[config.mk]
export PLATFORM = sky130hd
export DESIGN_NAME = joystick_axis_conditioner
export DESIGN_NICKNAME = d
export VERILOG_FILES = /design/src/hdl/jac_pkg.sv /design/src/hdl/joystick_axis_conditioner.sv /design/src/hdl/jac_lane.sv
export SDC_FILE = /design/constraint.sdc
export NUM_CORES = 2
export LEC_CHECK = 0
export ABC_AREA = 1
export ABC_CLOCK_PERIOD_IN_PS = 7200
export BUFFER_PORTS_ARGS = -buffer_cell sky130_fd_sc_hd__buf_4
export CORE_MARGIN = 5
export CORE_UTILIZATION = 50
export CTS_CLUSTER_SIZE = 12
export DETAILED_ROUTE_END_ITERATION = 8
export PLACE_DENSITY = 0.78
export SETUP_SLACK_MARGIN = 0.3
export SYNTH_ARGS = -nofsm -noshare
export SYNTH_HDL_FRONTEND = slang
export SYNTH_HIERARCHICAL = 1
export SYNTH_SLANG_ARGS = --single-unit
[constraint.sdc]
create_clock -name clk -period 7.2 [get_ports clk]
set_input_delay 0 -clock clk [delete_from_list [all_inputs] [get_ports clk]]
set_output_delay 0 -clock clk [all_outputs]
set_load 0.01 [all_outputs]
[src/hdl/jac_pkg.sv]
// Package for the joystick axis conditioner.
// Holds register codes, reset values, the sequencer state type and the lane control struct.
// Used by jac_lane and joystick_axis_conditioner; no dependencies.
`timescale 1ns / 1ps
`default_nettype none

package jac_pkg;

	localparam int SAMPLE_BITS_DEFAULT = 12;

	localparam int GAIN_W   = 18;
	localparam int DZ_W     = 15;
	localparam int ALPHA_W  = 16;
	localparam int OFFSET_W = 14;
	localparam int ANGLE_W  = 17;
	localparam int AVG_W    = 24;
	localparam int CFG_W    = 18;
	localparam int OUT_W    = ((2 * ANGLE_W + 7) / 8) * 8;

	localparam int CENTER_RESET  = 2048;
	localparam int GAIN_RESET    = 72836;
	localparam int DZ_RESET      = 655;
	localparam int ALPHA_RESET   = 5243;
	localparam int OFFSET_H_RESET = 1536;
	localparam int OFFSET_V_RESET = 1280;

	typedef enum logic [2:0] {
		REG_CENTER_H = 3'd0,
		REG_CENTER_V = 3'd1,
		REG_GAIN_H   = 3'd2,
		REG_GAIN_V   = 3'd3,
		REG_DEADZONE = 3'd4,
		REG_ALPHA    = 3'd5,
		REG_OFFSET_H = 3'd6,
		REG_OFFSET_V = 3'd7
	} reg_index_t;

	typedef enum logic [2:0] {
		ST_IDLE,
		ST_SAT,
		ST_EMA,
		ST_UPD,
		ST_EMIT
	} seq_state_t;

	typedef struct packed {
		logic mul;
		logic sat;
		logic ema;
		logic upd;
		logic load;
	} lane_ctrl_t;

endpackage

`default_nettype wire

[src/hdl/joystick_axis_conditioner.sv]
// An accepted item goes through the lane registers and the output register to m_axis.
// A new item is taken only in idle or as the emit step ends; the sequence walks each
// lane through its gain multiplier, saturation, EMA multiplier and average register.
// A held item (tuser set) updates the averages and gives no result.
// Reset (arst_n low) restores register defaults, clears the averages and the primed flag.
`timescale 1ns / 1ps
`default_nettype none

module joystick_axis_conditioner #(
	parameter int SAMPLE_BITS = jac_pkg::SAMPLE_BITS_DEFAULT,
	localparam int IN_W = ((2 * SAMPLE_BITS + 7) / 8) * 8
) (
	input  wire logic                         clk,
	input  wire logic                         arst_n,
	input  wire logic                         s_axis_tvalid,
	output logic                              s_axis_tready,
	input  wire logic [IN_W-1:0]              s_axis_tdata,  // sample_horizontal, sample_vertical
	input  wire logic                         s_axis_tuser,  // hold
	output logic                              m_axis_tvalid,
	input  wire logic                         m_axis_tready,
	output logic [jac_pkg::OUT_W-1:0]         m_axis_tdata,  // angle_x, angle_y
	input  wire logic                         wr_en,
	input  wire logic [2:0]                   wr_index,
	input  wire logic [jac_pkg::CFG_W-1:0]    wr_data
);

	import jac_pkg::*;

	logic [SAMPLE_BITS-1:0]        center_h_q;
	logic [SAMPLE_BITS-1:0]        center_v_q;
	logic [GAIN_W-1:0]             gain_h_q;
	logic [GAIN_W-1:0]             gain_v_q;
	logic [DZ_W-1:0]               deadzone_q;
	logic [ALPHA_W-1:0]            alpha_q;
	logic signed [OFFSET_W-1:0]    offset_h_q;
	logic signed [OFFSET_W-1:0]    offset_v_q;

	seq_state_t                    state_q;
	seq_state_t                    state_d;
	logic                          hold_q;
	logic                          primed_q;
	logic                          in_fire;
	logic                          emit_done;
	logic                          load_out;
	lane_ctrl_t                    ctrl;
	logic signed [ANGLE_W-1:0]     angle_h;
	logic signed [ANGLE_W-1:0]     angle_v;
	logic signed [ANGLE_W-1:0]     angle_x_q;
	logic signed [ANGLE_W-1:0]     angle_y_q;
	logic                          out_valid_q;

	// configuration registers
	always_ff @(posedge clk or negedge arst_n) begin
		if (!arst_n) begin
			center_h_q <= SAMPLE_BITS'(CENTER_RESET);
			center_v_q <= SAMPLE_BITS'(CENTER_RESET);
			gain_h_q   <= GAIN_W'(GAIN_RESET);
			gain_v_q   <= GAIN_W'(GAIN_RESET);
			deadzone_q <= DZ_W'(DZ_RESET);
			alpha_q    <= ALPHA_W'(ALPHA_RESET);
			offset_h_q <= OFFSET_W'(OFFSET_H_RESET);
			offset_v_q <= OFFSET_W'(OFFSET_V_RESET);
		end else if (wr_en) begin
			case (reg_index_t'(wr_index))
				REG_CENTER_H: center_h_q <= wr_data[SAMPLE_BITS-1:0];
				REG_CENTER_V: center_v_q <= wr_data[SAMPLE_BITS-1:0];
				REG_GAIN_H:   gain_h_q   <= wr_data[GAIN_W-1:0];
				REG_GAIN_V:   gain_v_q   <= wr_data[GAIN_W-1:0];
				REG_DEADZONE: deadzone_q <= wr_data[DZ_W-1:0];
				REG_ALPHA:    alpha_q    <= wr_data[ALPHA_W-1:0];
				REG_OFFSET_H: offset_h_q <= $signed(wr_data[OFFSET_W-1:0]);
				REG_OFFSET_V: offset_v_q <= $signed(wr_data[OFFSET_W-1:0]);
				default: ;
			endcase
		end
	end

	// sequencer
	always_ff @(posedge clk or negedge arst_n) begin
		if (!arst_n) begin
			state_q <= ST_IDLE;
		end else begin
			state_q <= state_d;
		end
	end

	assign emit_done = hold_q || !out_valid_q || m_axis_tready;
	assign in_fire   = s_axis_tvalid && s_axis_tready;

	always_comb begin
		state_d       = state_q;
		s_axis_tready = 1'b0;
		load_out      = 1'b0;
		case (state_q)
			ST_IDLE: begin
				s_axis_tready = 1'b1;
				if (s_axis_tvalid) begin
					state_d = ST_SAT;
				end
			end
			ST_SAT: state_d = ST_EMA;
			ST_EMA: state_d = ST_UPD;
			ST_UPD: state_d = ST_EMIT;
			ST_EMIT: begin
				if (emit_done) begin
					s_axis_tready = 1'b1;
					load_out      = !hold_q;
					state_d       = s_axis_tvalid ? ST_SAT : ST_IDLE;
				end
			end
			default: state_d = ST_IDLE;
		endcase
	end

	always_ff @(posedge clk) begin
		if (in_fire) begin
			hold_q <= s_axis_tuser;
		end
	end

	always_ff @(posedge clk or negedge arst_n) begin
		if (!arst_n) begin
			primed_q <= 1'b0;
		end else if (state_q == ST_UPD) begin
			primed_q <= 1'b1;
		end
	end

	assign ctrl.mul  = in_fire;
	assign ctrl.sat  = (state_q == ST_SAT);
	assign ctrl.ema  = (state_q == ST_EMA);
	assign ctrl.upd  = (state_q == ST_UPD);
	assign ctrl.load = !primed_q;

	jac_lane #(
		.SAMPLE_BITS (SAMPLE_BITS)
	) u_lane_h (
		.clk      (clk),
		.arst_n   (arst_n),
		.ctrl     (ctrl),
		.sample   (s_axis_tdata[SAMPLE_BITS-1:0]),
		.center   (center_h_q),
		.gain     (gain_h_q),
		.deadzone (deadzone_q),
		.alpha    (alpha_q),
		.offset   (offset_h_q),
		.angle    (angle_h)
	);

	jac_lane #(
		.SAMPLE_BITS (SAMPLE_BITS)
	) u_lane_v (
		.clk      (clk),
		.arst_n   (arst_n),
		.ctrl     (ctrl),
		.sample   (s_axis_tdata[2*SAMPLE_BITS-1:SAMPLE_BITS]),
		.center   (center_v_q),
		.gain     (gain_v_q),
		.deadzone (deadzone_q),
		.alpha    (alpha_q),
		.offset   (offset_v_q),
		.angle    (angle_v)
	);

	// merge both lanes into the output register
	always_ff @(posedge clk) begin
		if (load_out) begin
			angle_x_q <= angle_h;
			angle_y_q <= angle_v;
		end
	end

	always_ff @(posedge clk or negedge arst_n) begin
		if (!arst_n) begin
			out_valid_q <= 1'b0;
		end else if (load_out) begin
			out_valid_q <= 1'b1;
		end else if (m_axis_tready) begin
			out_valid_q <= 1'b0;
		end
	end

	assign m_axis_tvalid = out_valid_q;
	assign m_axis_tdata  = {(OUT_W - 2 * ANGLE_W)'(0), angle_y_q, angle_x_q};

`ifndef ASSERT_OFF
	a_rise_after_emit: assert property (@(posedge clk) disable iff (!arst_n)
		$rose(m_axis_tvalid) |-> $past(state_q == ST_EMIT))
		else $error("result appeared outside the emit step");

	a_busy_not_ready: assert property (@(posedge clk) disable iff (!arst_n)
		(state_q == ST_SAT || state_q == ST_EMA || state_q == ST_UPD) |-> !s_axis_tready)
		else $error("input taken while an item is in the lanes");

	a_upd_to_emit: assert property (@(posedge clk) disable iff (!arst_n)
		(state_q == ST_UPD) |=> (state_q == ST_EMIT && primed_q))
		else $error("average update not followed by emit");

	a_primed_sticky: assert property (@(posedge clk) disable iff (!arst_n)
		primed_q |=> primed_q)
		else $error("primed flag dropped");
`endif

endmodule

`default_nettype wire

[src/hdl/jac_lane.sv]
// One axis lane: centre and gain multiply, saturation and deadzone, EMA update, angle.
// Steps are strobed by the sequencer in the top level through a lane_ctrl_t.
// Depends on jac_pkg.
`timescale 1ns / 1ps
`default_nettype none

module jac_lane #(
	parameter int SAMPLE_BITS = jac_pkg::SAMPLE_BITS_DEFAULT
) (
	input  wire logic                                  clk,
	input  wire logic                                  arst_n,
	input  wire jac_pkg::lane_ctrl_t                   ctrl,
	input  wire logic [SAMPLE_BITS-1:0]                sample,
	input  wire logic [SAMPLE_BITS-1:0]                center,
	input  wire logic [jac_pkg::GAIN_W-1:0]            gain,
	input  wire logic [jac_pkg::DZ_W-1:0]              deadzone,
	input  wire logic [jac_pkg::ALPHA_W-1:0]           alpha,
	input  wire logic signed [jac_pkg::OFFSET_W-1:0]   offset,
	output logic signed [jac_pkg::ANGLE_W-1:0]         angle
);

	import jac_pkg::*;

	localparam int DW  = SAMPLE_BITS + 1;
	localparam int PW  = DW + GAIN_W + 1;
	localparam int EW  = AVG_W + 1;
	localparam int E2W = EW + ALPHA_W + 1;

	localparam logic signed [PW-1:0] SAT_HI = PW'(32767);
	localparam logic signed [PW-1:0] SAT_LO = PW'(-32768);

	logic signed [DW-1:0]  diff;
	logic signed [PW-1:0]  prod_s1;
	logic signed [PW-1:0]  scaled;
	logic signed [15:0]    d_sat;
	logic signed [16:0]    d_ext;
	logic        [16:0]    mag;
	logic        [15:0]    pos;
	logic        [AVG_W-1:0] target_s2;
	logic signed [EW-1:0]  delta;
	logic signed [E2W-1:0] prod_s3;
	logic signed [E2W-1:0] step;
	logic        [AVG_W-1:0] avg_q;
	logic        [31:0]    avg_deg;

	assign diff = $signed({1'b0, sample}) - $signed({1'b0, center});

	always_ff @(posedge clk) begin
		if (ctrl.mul) begin
			prod_s1 <= PW'(diff) * PW'($signed({1'b0, gain}));
		end
	end

	// floor of the Q1.15 deflection, then clamp to 16 bits
	assign scaled = prod_s1 >>> 12;

	always_comb begin
		if (scaled > SAT_HI) begin
			d_sat = 16'sh7FFF;
		end else if (scaled < SAT_LO) begin
			d_sat = -16'sh8000;
		end else begin
			d_sat = scaled[15:0];
		end
	end

	assign d_ext = 17'(d_sat);
	assign mag   = d_ext[16] ? 17'(-d_ext) : 17'(d_ext);
	// flip the sign bit to move to unsigned Q0.16; deadzone forces mid-scale
	assign pos   = (mag < {2'b00, deadzone}) ? 16'h8000 : (d_sat ^ 16'sh8000);

	always_ff @(posedge clk) begin
		if (ctrl.sat) begin
			target_s2 <= {pos, 8'h00};
		end
	end

	assign delta = $signed({1'b0, target_s2}) - $signed({1'b0, avg_q});

	always_ff @(posedge clk) begin
		if (ctrl.ema) begin
			prod_s3 <= E2W'(delta) * E2W'($signed({1'b0, alpha}));
		end
	end

	assign step = prod_s3 >>> 16;

	always_ff @(posedge clk or negedge arst_n) begin
		if (!arst_n) begin
			avg_q <= '0;
		end else if (ctrl.upd) begin
			avg_q <= ctrl.load ? target_s2 : avg_q + step[AVG_W-1:0];
		end
	end

	assign avg_deg = {8'h00, avg_q} * 32'd180;
	assign angle   = $signed({1'b0, avg_deg[31:16]}) + ANGLE_W'(offset);

endmodule

`default_nettype wire
# --- Word level (Yosys, flattened, before mapping) ---
# Cells that the tools add are included.
totals:
  output_inout_bits: 42
  wordCells: 94
  regBits: 383
  input_bits: 51
op_classes:
  n_bitwise: 2
  reduce_logical: 17
  mul: 6
  addsub: 10
  eq_ne: 13
  n_mux: 18
  order_cmp: 6
op_table:
  columns: ["op", "n"]
  rows:
  - ["multiplier 25 x 17 -> 40 bit", 2]
  - ["multiplier 13 x 19 -> 32 bit", 2]
  - ["2-to-1 mux 16 bit", 4]
  - ["multiplier 24 x 6 -> 30 bit, second input constant", 2]
  - ["subtractor 24 x 24 -> 25 bit", 2]
  - ["adder 24 bit", 2]
  - ["2-to-1 mux 24 bit", 2]
  - ["> comparator 20 x 16 -> 1 bit, second input constant", 2]
  - ["less-than comparator 20 x 16 -> 1 bit, second input constant", 2]
  - ["adder 17 x 14 -> 17 bit", 2]
  - ["less-than comparator 17 x 15 -> 1 bit", 2]
  - ["2-to-1 mux 17 bit", 2]
  - ["negator 16 -> 17 bit", 2]
  - ["subtractor 12 x 12 -> 13 bit", 2]
  - ["AND reduction 2 bit", 9]
  - ["equality test 3 bit, second input constant", 5]
  - ["case mux 3 bit (5 select lines)", 1]
  - ["equality test 3 x 2 -> 1 bit, second input constant", 4]
  - ["equality test 3 x 1 -> 1 bit, second input constant", 2]
  - ["logical NOT 3 bit", 2]
  - ["2-to-1 mux 1 bit", 6]
  - ["2-to-1 mux 3 bit", 2]
  - ["inequality test 2 bit, second input constant", 2]
  - ["logical NOT 1 bit", 2]
  - ["other kinds (5)", 7]

# --- Logic depth before layout (Yosys ltp) ---
logic_depth:
  ltp_word: 6
  depth_mapped: 38
  ltp_nobuf: 37

# --- Modules after synthesis ---
# Netlist, hierarchy kept.
modules_own_cells:
  columns: ["mod", "seq_area_each_um2", "cells_per_inst", "n_inst", "area_per_inst_um2"]
  rows:
  - ["jac_lane at u_lane_h", 2402.3, 4376, 1, 32984.1]
  - ["jac_lane at u_lane_v", 2402.3, 4203, 1, 32389.8]
  - ["joystick_axis_conditioner", 4194.0, 492, 1, 5674.2]

# --- Least setup slack after synthesis ---
# OpenSTA, ideal clock, no wires.
synth_timing:
  kind: "register to register"
  startpoint: "register u_lane_h.avg_q[17]"
  endpoint: "register u_lane_h.prod_s3[39] (data pin)"
  t_arrival_ns: 6.761
  path_slack_ns: 0.187
  stages_incl_launch_ff: 29
  setup_ns: 0.252
  period_less_slack_ns: 7.013
  required_ns: 6.948
  path_buffers: 2
  path_cell_list: "dfrtp_1 inv_1 ha_1 a21oi_1 o21ai_0 a21oi_2 nand3_2 nor2_1 fa_1 fa_1 clkbuf_1 clkbuf_1 xnor2_1 xor2_1 fa_1 fa_1 inv_1 fa_1 inv_1 ha_1 nand2_1 nor2_1 inv_1 nor3_1 nand3_1 nand3_1 inv_1 nand2_1 nand2_1"
synth_between:
  elab_chain_cells: 2
synth_lines:
  columns: ["element", "line", "text"]
  rows:
  - ["start, declared", "jac_lane.sv:43", "logic [AVG_W-1:0] avg_q;"]
  - ["start signal, assigned", "jac_lane.sv:92", "avg_q <= ctrl.load ? target_s2 : avg_q + step[AVG_W-1:0];"]
  - ["subtractor 24 x 24 -> 25 bit", "jac_lane.sv:78", "assign delta = $signed({1'b0, target_s2}) - $signed({1'b0, avg_q});"]
  - ["multiplier 25 x 17 -> 40 bit", "jac_lane.sv:82", "prod_s3 <= E2W'(delta) * E2W'($signed({1'b0, alpha}));"]
  - ["end signal, assigned", "jac_lane.sv:82", null]
  - ["end, declared", "jac_lane.sv:41", "logic signed [E2W-1:0] prod_s3;"]
# No other way between the ends.
# A chain may end at the register's enable or synchronous reset.

# --- Worst setup path after layout ---
layout_timing:
  startpoint: "register u_lane_h.target_s2[12]"
  endpoint: "register u_lane_h.prod_s3[31] (data pin)"
layout_between:
  elab_chain_cells: 2
layout_lines:
  columns: ["element", "line", "text"]
  rows:
  - ["start, declared", "jac_lane.sv:39", "logic [AVG_W-1:0] target_s2;"]
  - ["start signal, assigned", "jac_lane.sv:74", "target_s2 <= {pos, 8'h00};"]
  - ["subtractor 24 x 24 -> 25 bit", "jac_lane.sv:78", null]
  - ["multiplier 25 x 17 -> 40 bit", "jac_lane.sv:82", null]
# No other way between the ends.

==> impl_metrics.json <==
{
  "arrival_ns": 7.44,
  "yosysWarnings": 6,
  "htreeDepth": 2,
  "setup_viol": 0,
  "worstPathRequired_ns": 7.58,
  "cp-start-kind": "flop",
  "ys.flop_type": "edfxtp_1",
  "crit_fanout": 6,
  "worst_slew_pin_slew_ns": 1.16,
  "die-height_um": 387,
  "max_freq_ghz": 0.142,
  "fin_crit_ns": 7.06,
  "clk_latency_ns": 0.63,
  "rsz0062_at_grt": "yes",
  "worstSetupPathType": "reg2reg",
  "die_area_mm2": 0.150,
  "status": "finished, final reports clean",
  "drtAntennaViolNets": 0,
  "regArea_mm2": 0.00900,
  "postSynthAreaPerCell_um2": 7.83,
  "n_fill_cell": 12135,
  "syn_area_mm2": 0.0710,
  "tritoncts": "done",
  "utilization": 0.591,
  "clkTransAtPathRegs_ns": 0.07,
  "yosysTopAreaCellShare": 0.332,
  "grt_pass1_wl_um": 375000,
  "drv_cap": 0,
  "multiInputGateArea_mm2": 0.0564,
  "root_buffer": "clkbuf_16",
  "cts_buffers": 41,
  "min-delay-start": "m_axis_tready",
  "min_period_over_period": 0.981,
  "drtIter0Drc": 6450,
  "syn-instance-count": 9071,
  "antenna_found_initial": 10,
  "cpLargestDelayFamily": "adder cells",
  "core_mm2": 0.141,
  "end_kind": "flop",
  "cts_sinks": 327,
  "layout-drive-gt1-share": 0.170,
  "grt_pass1_vias": 65830,
  "r2r_start": "u_lane_h/target_s2[12]",
  "area_growth_pct": 17.7,
  "synth_edf_count": 155,
  "hold_class": "in2reg",
  "cp-startpoint": "u_lane_h/target_s2[12]",
  "pin_count": 93,
  "ys_async_sr_fraction": 0.526,
  "die_width_um": 387,
  "synth_seq_cells": 327,
  "ys_types": 71,
  "yosysSeqAreaShare": 0.127,
  "finalHoldViolCount": 0,
  "grt_max_degree": 64,
  "critPathSlowestCell": "fa_1",
  "std_cell_rows": 138,
  "relSlewSlack": 0.224,
  "crit_buf_inv": 10,
  "fin_nets": 11575,
  "wl_per_cell_um": 21.4,
  "layout_commonest_cell": "inv_1",
  "place_congestion": 1.08,
  "track_usage": 0.321,
  "clockBufferDepth": 3,
  "start_util": 0.502,
  "drt-pass1-iter-count": 6,
  "slowest_delay_ns": 0.55,
  "final_cell_area_mm2": 0.0836,
  "port_buffers": 86,
  "dp_hpwl_um": 201000,
  "mostFrequentLayoutCells": "inv_1 (2018), nand2_1 (1678), fa_1 (1137)",
  "slew_viol_final": 0,
  "synth.area.top_cells": "fa_1 (33%), ha_1 (12%), inv_1 (11%)",
  "grt_overflow": 0,
  "wl_um": 248000,
  "worst_clock_skew_ns": 0.0443,
  "viasPerCell": 5.58,
  "drc_errors": 0,
  "synth_top_area_cell": "fa_1",
  "vias": 64701,
  "post_dp_cell_area_mm2": 0.0773
}
==> path summary, 6_finish.rpt <==
| kind | endpoint | slack (ns) | cells past startpoint |
|---|---|---|---|
| worst min register to register | center_v_q[9] | 0.49 | 2 |
| max in group asynchronous | u_lane_h/avg_q[1] | 6.09 | 3 |
| worst min-delay path | state_q[2] | 0.03 | 6 |
| worst max register to register | u_lane_h/prod_s3[31] | 0.14 | 33 |
| worst max-delay path | u_lane_h/prod_s3[31] | 0.14 | 33 |
| min in group asynchronous | offset_v_q[10] | 0.08 | 2 |
==> metal layers <==
metal | track usage | vias up | part of all wire
li1 | - | 28850 | -
met1 | 0.418 | 31303 | 0.38
met2 | 0.496 | 3727 | 0.44
met3 | 0.0843 | 819 | 0.11
met4 | 0.161 | 2 | 0.067
met5 | 0 | - | 0.000048
==> cell families after synthesis <==
| family | count (synthesis) | synth area share |
|---|---|---|
| AO/OA/AOI/OAI | 973 | 0.0765 |
| other | 1 | 0.0000528 |
| XOR/XNOR | 193 | 0.0241 |
| AND/OR/NAND/NOR | 3354 | 0.194 |
| adder cells (fa/ha/maj) | 1854 | 0.451 |
| buffers and inverters | 2369 | 0.127 |
| flip-flops | 327 | 0.127 |
==> Yosys cell counts, types with 14 or more instances <==
| cell | n |
|---|---|
| nor4_1 | 17 |
| fa_1 | 1180 |
| nand2_1 | 1791 |
| nand4_1 | 80 |
| a21o_1 | 36 |
| inv_1 | 2113 |
| o21bai_1 | 30 |
| nor3_1 | 62 |
| or2_1 | 14 |
| nand2_2 | 26 |
| o21ai_1 | 22 |
| o21a_1 | 20 |
| a21boi_0 | 14 |
| a31oi_1 | 33 |
| dfstp_2 | 32 |
| o211ai_1 | 17 |
| or2_2 | 43 |
| inv_2 | 33 |
| nor2_1 | 905 |
| edfxtp_1 | 155 |
| xor2_1 | 127 |
| xnor2_1 | 63 |
| dfrtp_1 | 140 |
| a21oi_1 | 386 |
| nand3_1 | 375 |
| buf_2 | 35 |
| ha_1 | 674 |
| o21ai_0 | 340 |
| clkbuf_1 | 155 |
| o22ai_1 | 25 |
==> worst min-delay path, delay by kind of cell <==
family,cells,cell delay [ns]
buffers and inverters,2,0.11
and+or+nand+nor,4,0.51
==> sequential cells by signal, summed over array words and instances (netlist names), 3 cells and up <==
name and flops:
u_lane_v/prod_s3 24, u_lane_h/target_s2 16, center_v_q 12, deadzone_q 15
u_lane_v/target_s2 16, angle_x_q 17, offset_v_q 14, u_lane_h/prod_s1 20
gain_h_q 18, gain_v_q 18, u_lane_v/avg_q 24, center_h_q 12
angle_y_q 17, state_q 3, alpha_q 16, u_lane_h/prod_s3 24
u_lane_v/prod_s1 20, u_lane_h/avg_q 24, offset_h_q 14
==> what timing repair did <==
action,CTS,global route
hold buffers,17,0
gates cloned,2,4
pin swaps,101,355
hold endpoints to repair,106,0
gates resized for setup,329,594
endpoints found under the setup margin,58,87
setup buffers,48,75
==> metrics by stage <==
stage | hold slack (ns) | instances | setup TNS, ns | worst slack, ns
global route | 0.0315 | 11595 | -0.173 | -0.0732
floorplan | -0.296 | 9076 | 0 | 0.320
detailed placement | 0.0115 | 11371 | -2.01 | -0.285
finish | 0.0303 | 11600 | 0 | 0.139
global placement | 0.00979 | 11371 | -0.745 | -0.145
CTS | 0.0181 | 11514 | 0 | 0.261
==> layout make-up <==
| type | count | area share |
|---|---|---|
| repair inverters | 1 | 0.0000898 |
| clock buffers | 58 | 0.0138 |
| clock inverters | 18 | 0.00314 |
| flip-flops and latches | 327 | 0.108 |
| well taps | 1890 | 0.0283 |
| diodes | 7 | 0.000209 |
| repair buffers | 763 | 0.0750 |
| multi-input cells | 6381 | 0.674 |
| inverters | 2155 | 0.0976 |
Power is not shown: default switching activity piles up to over one toggle a cycle in this logic, so the estimate is an artifact.
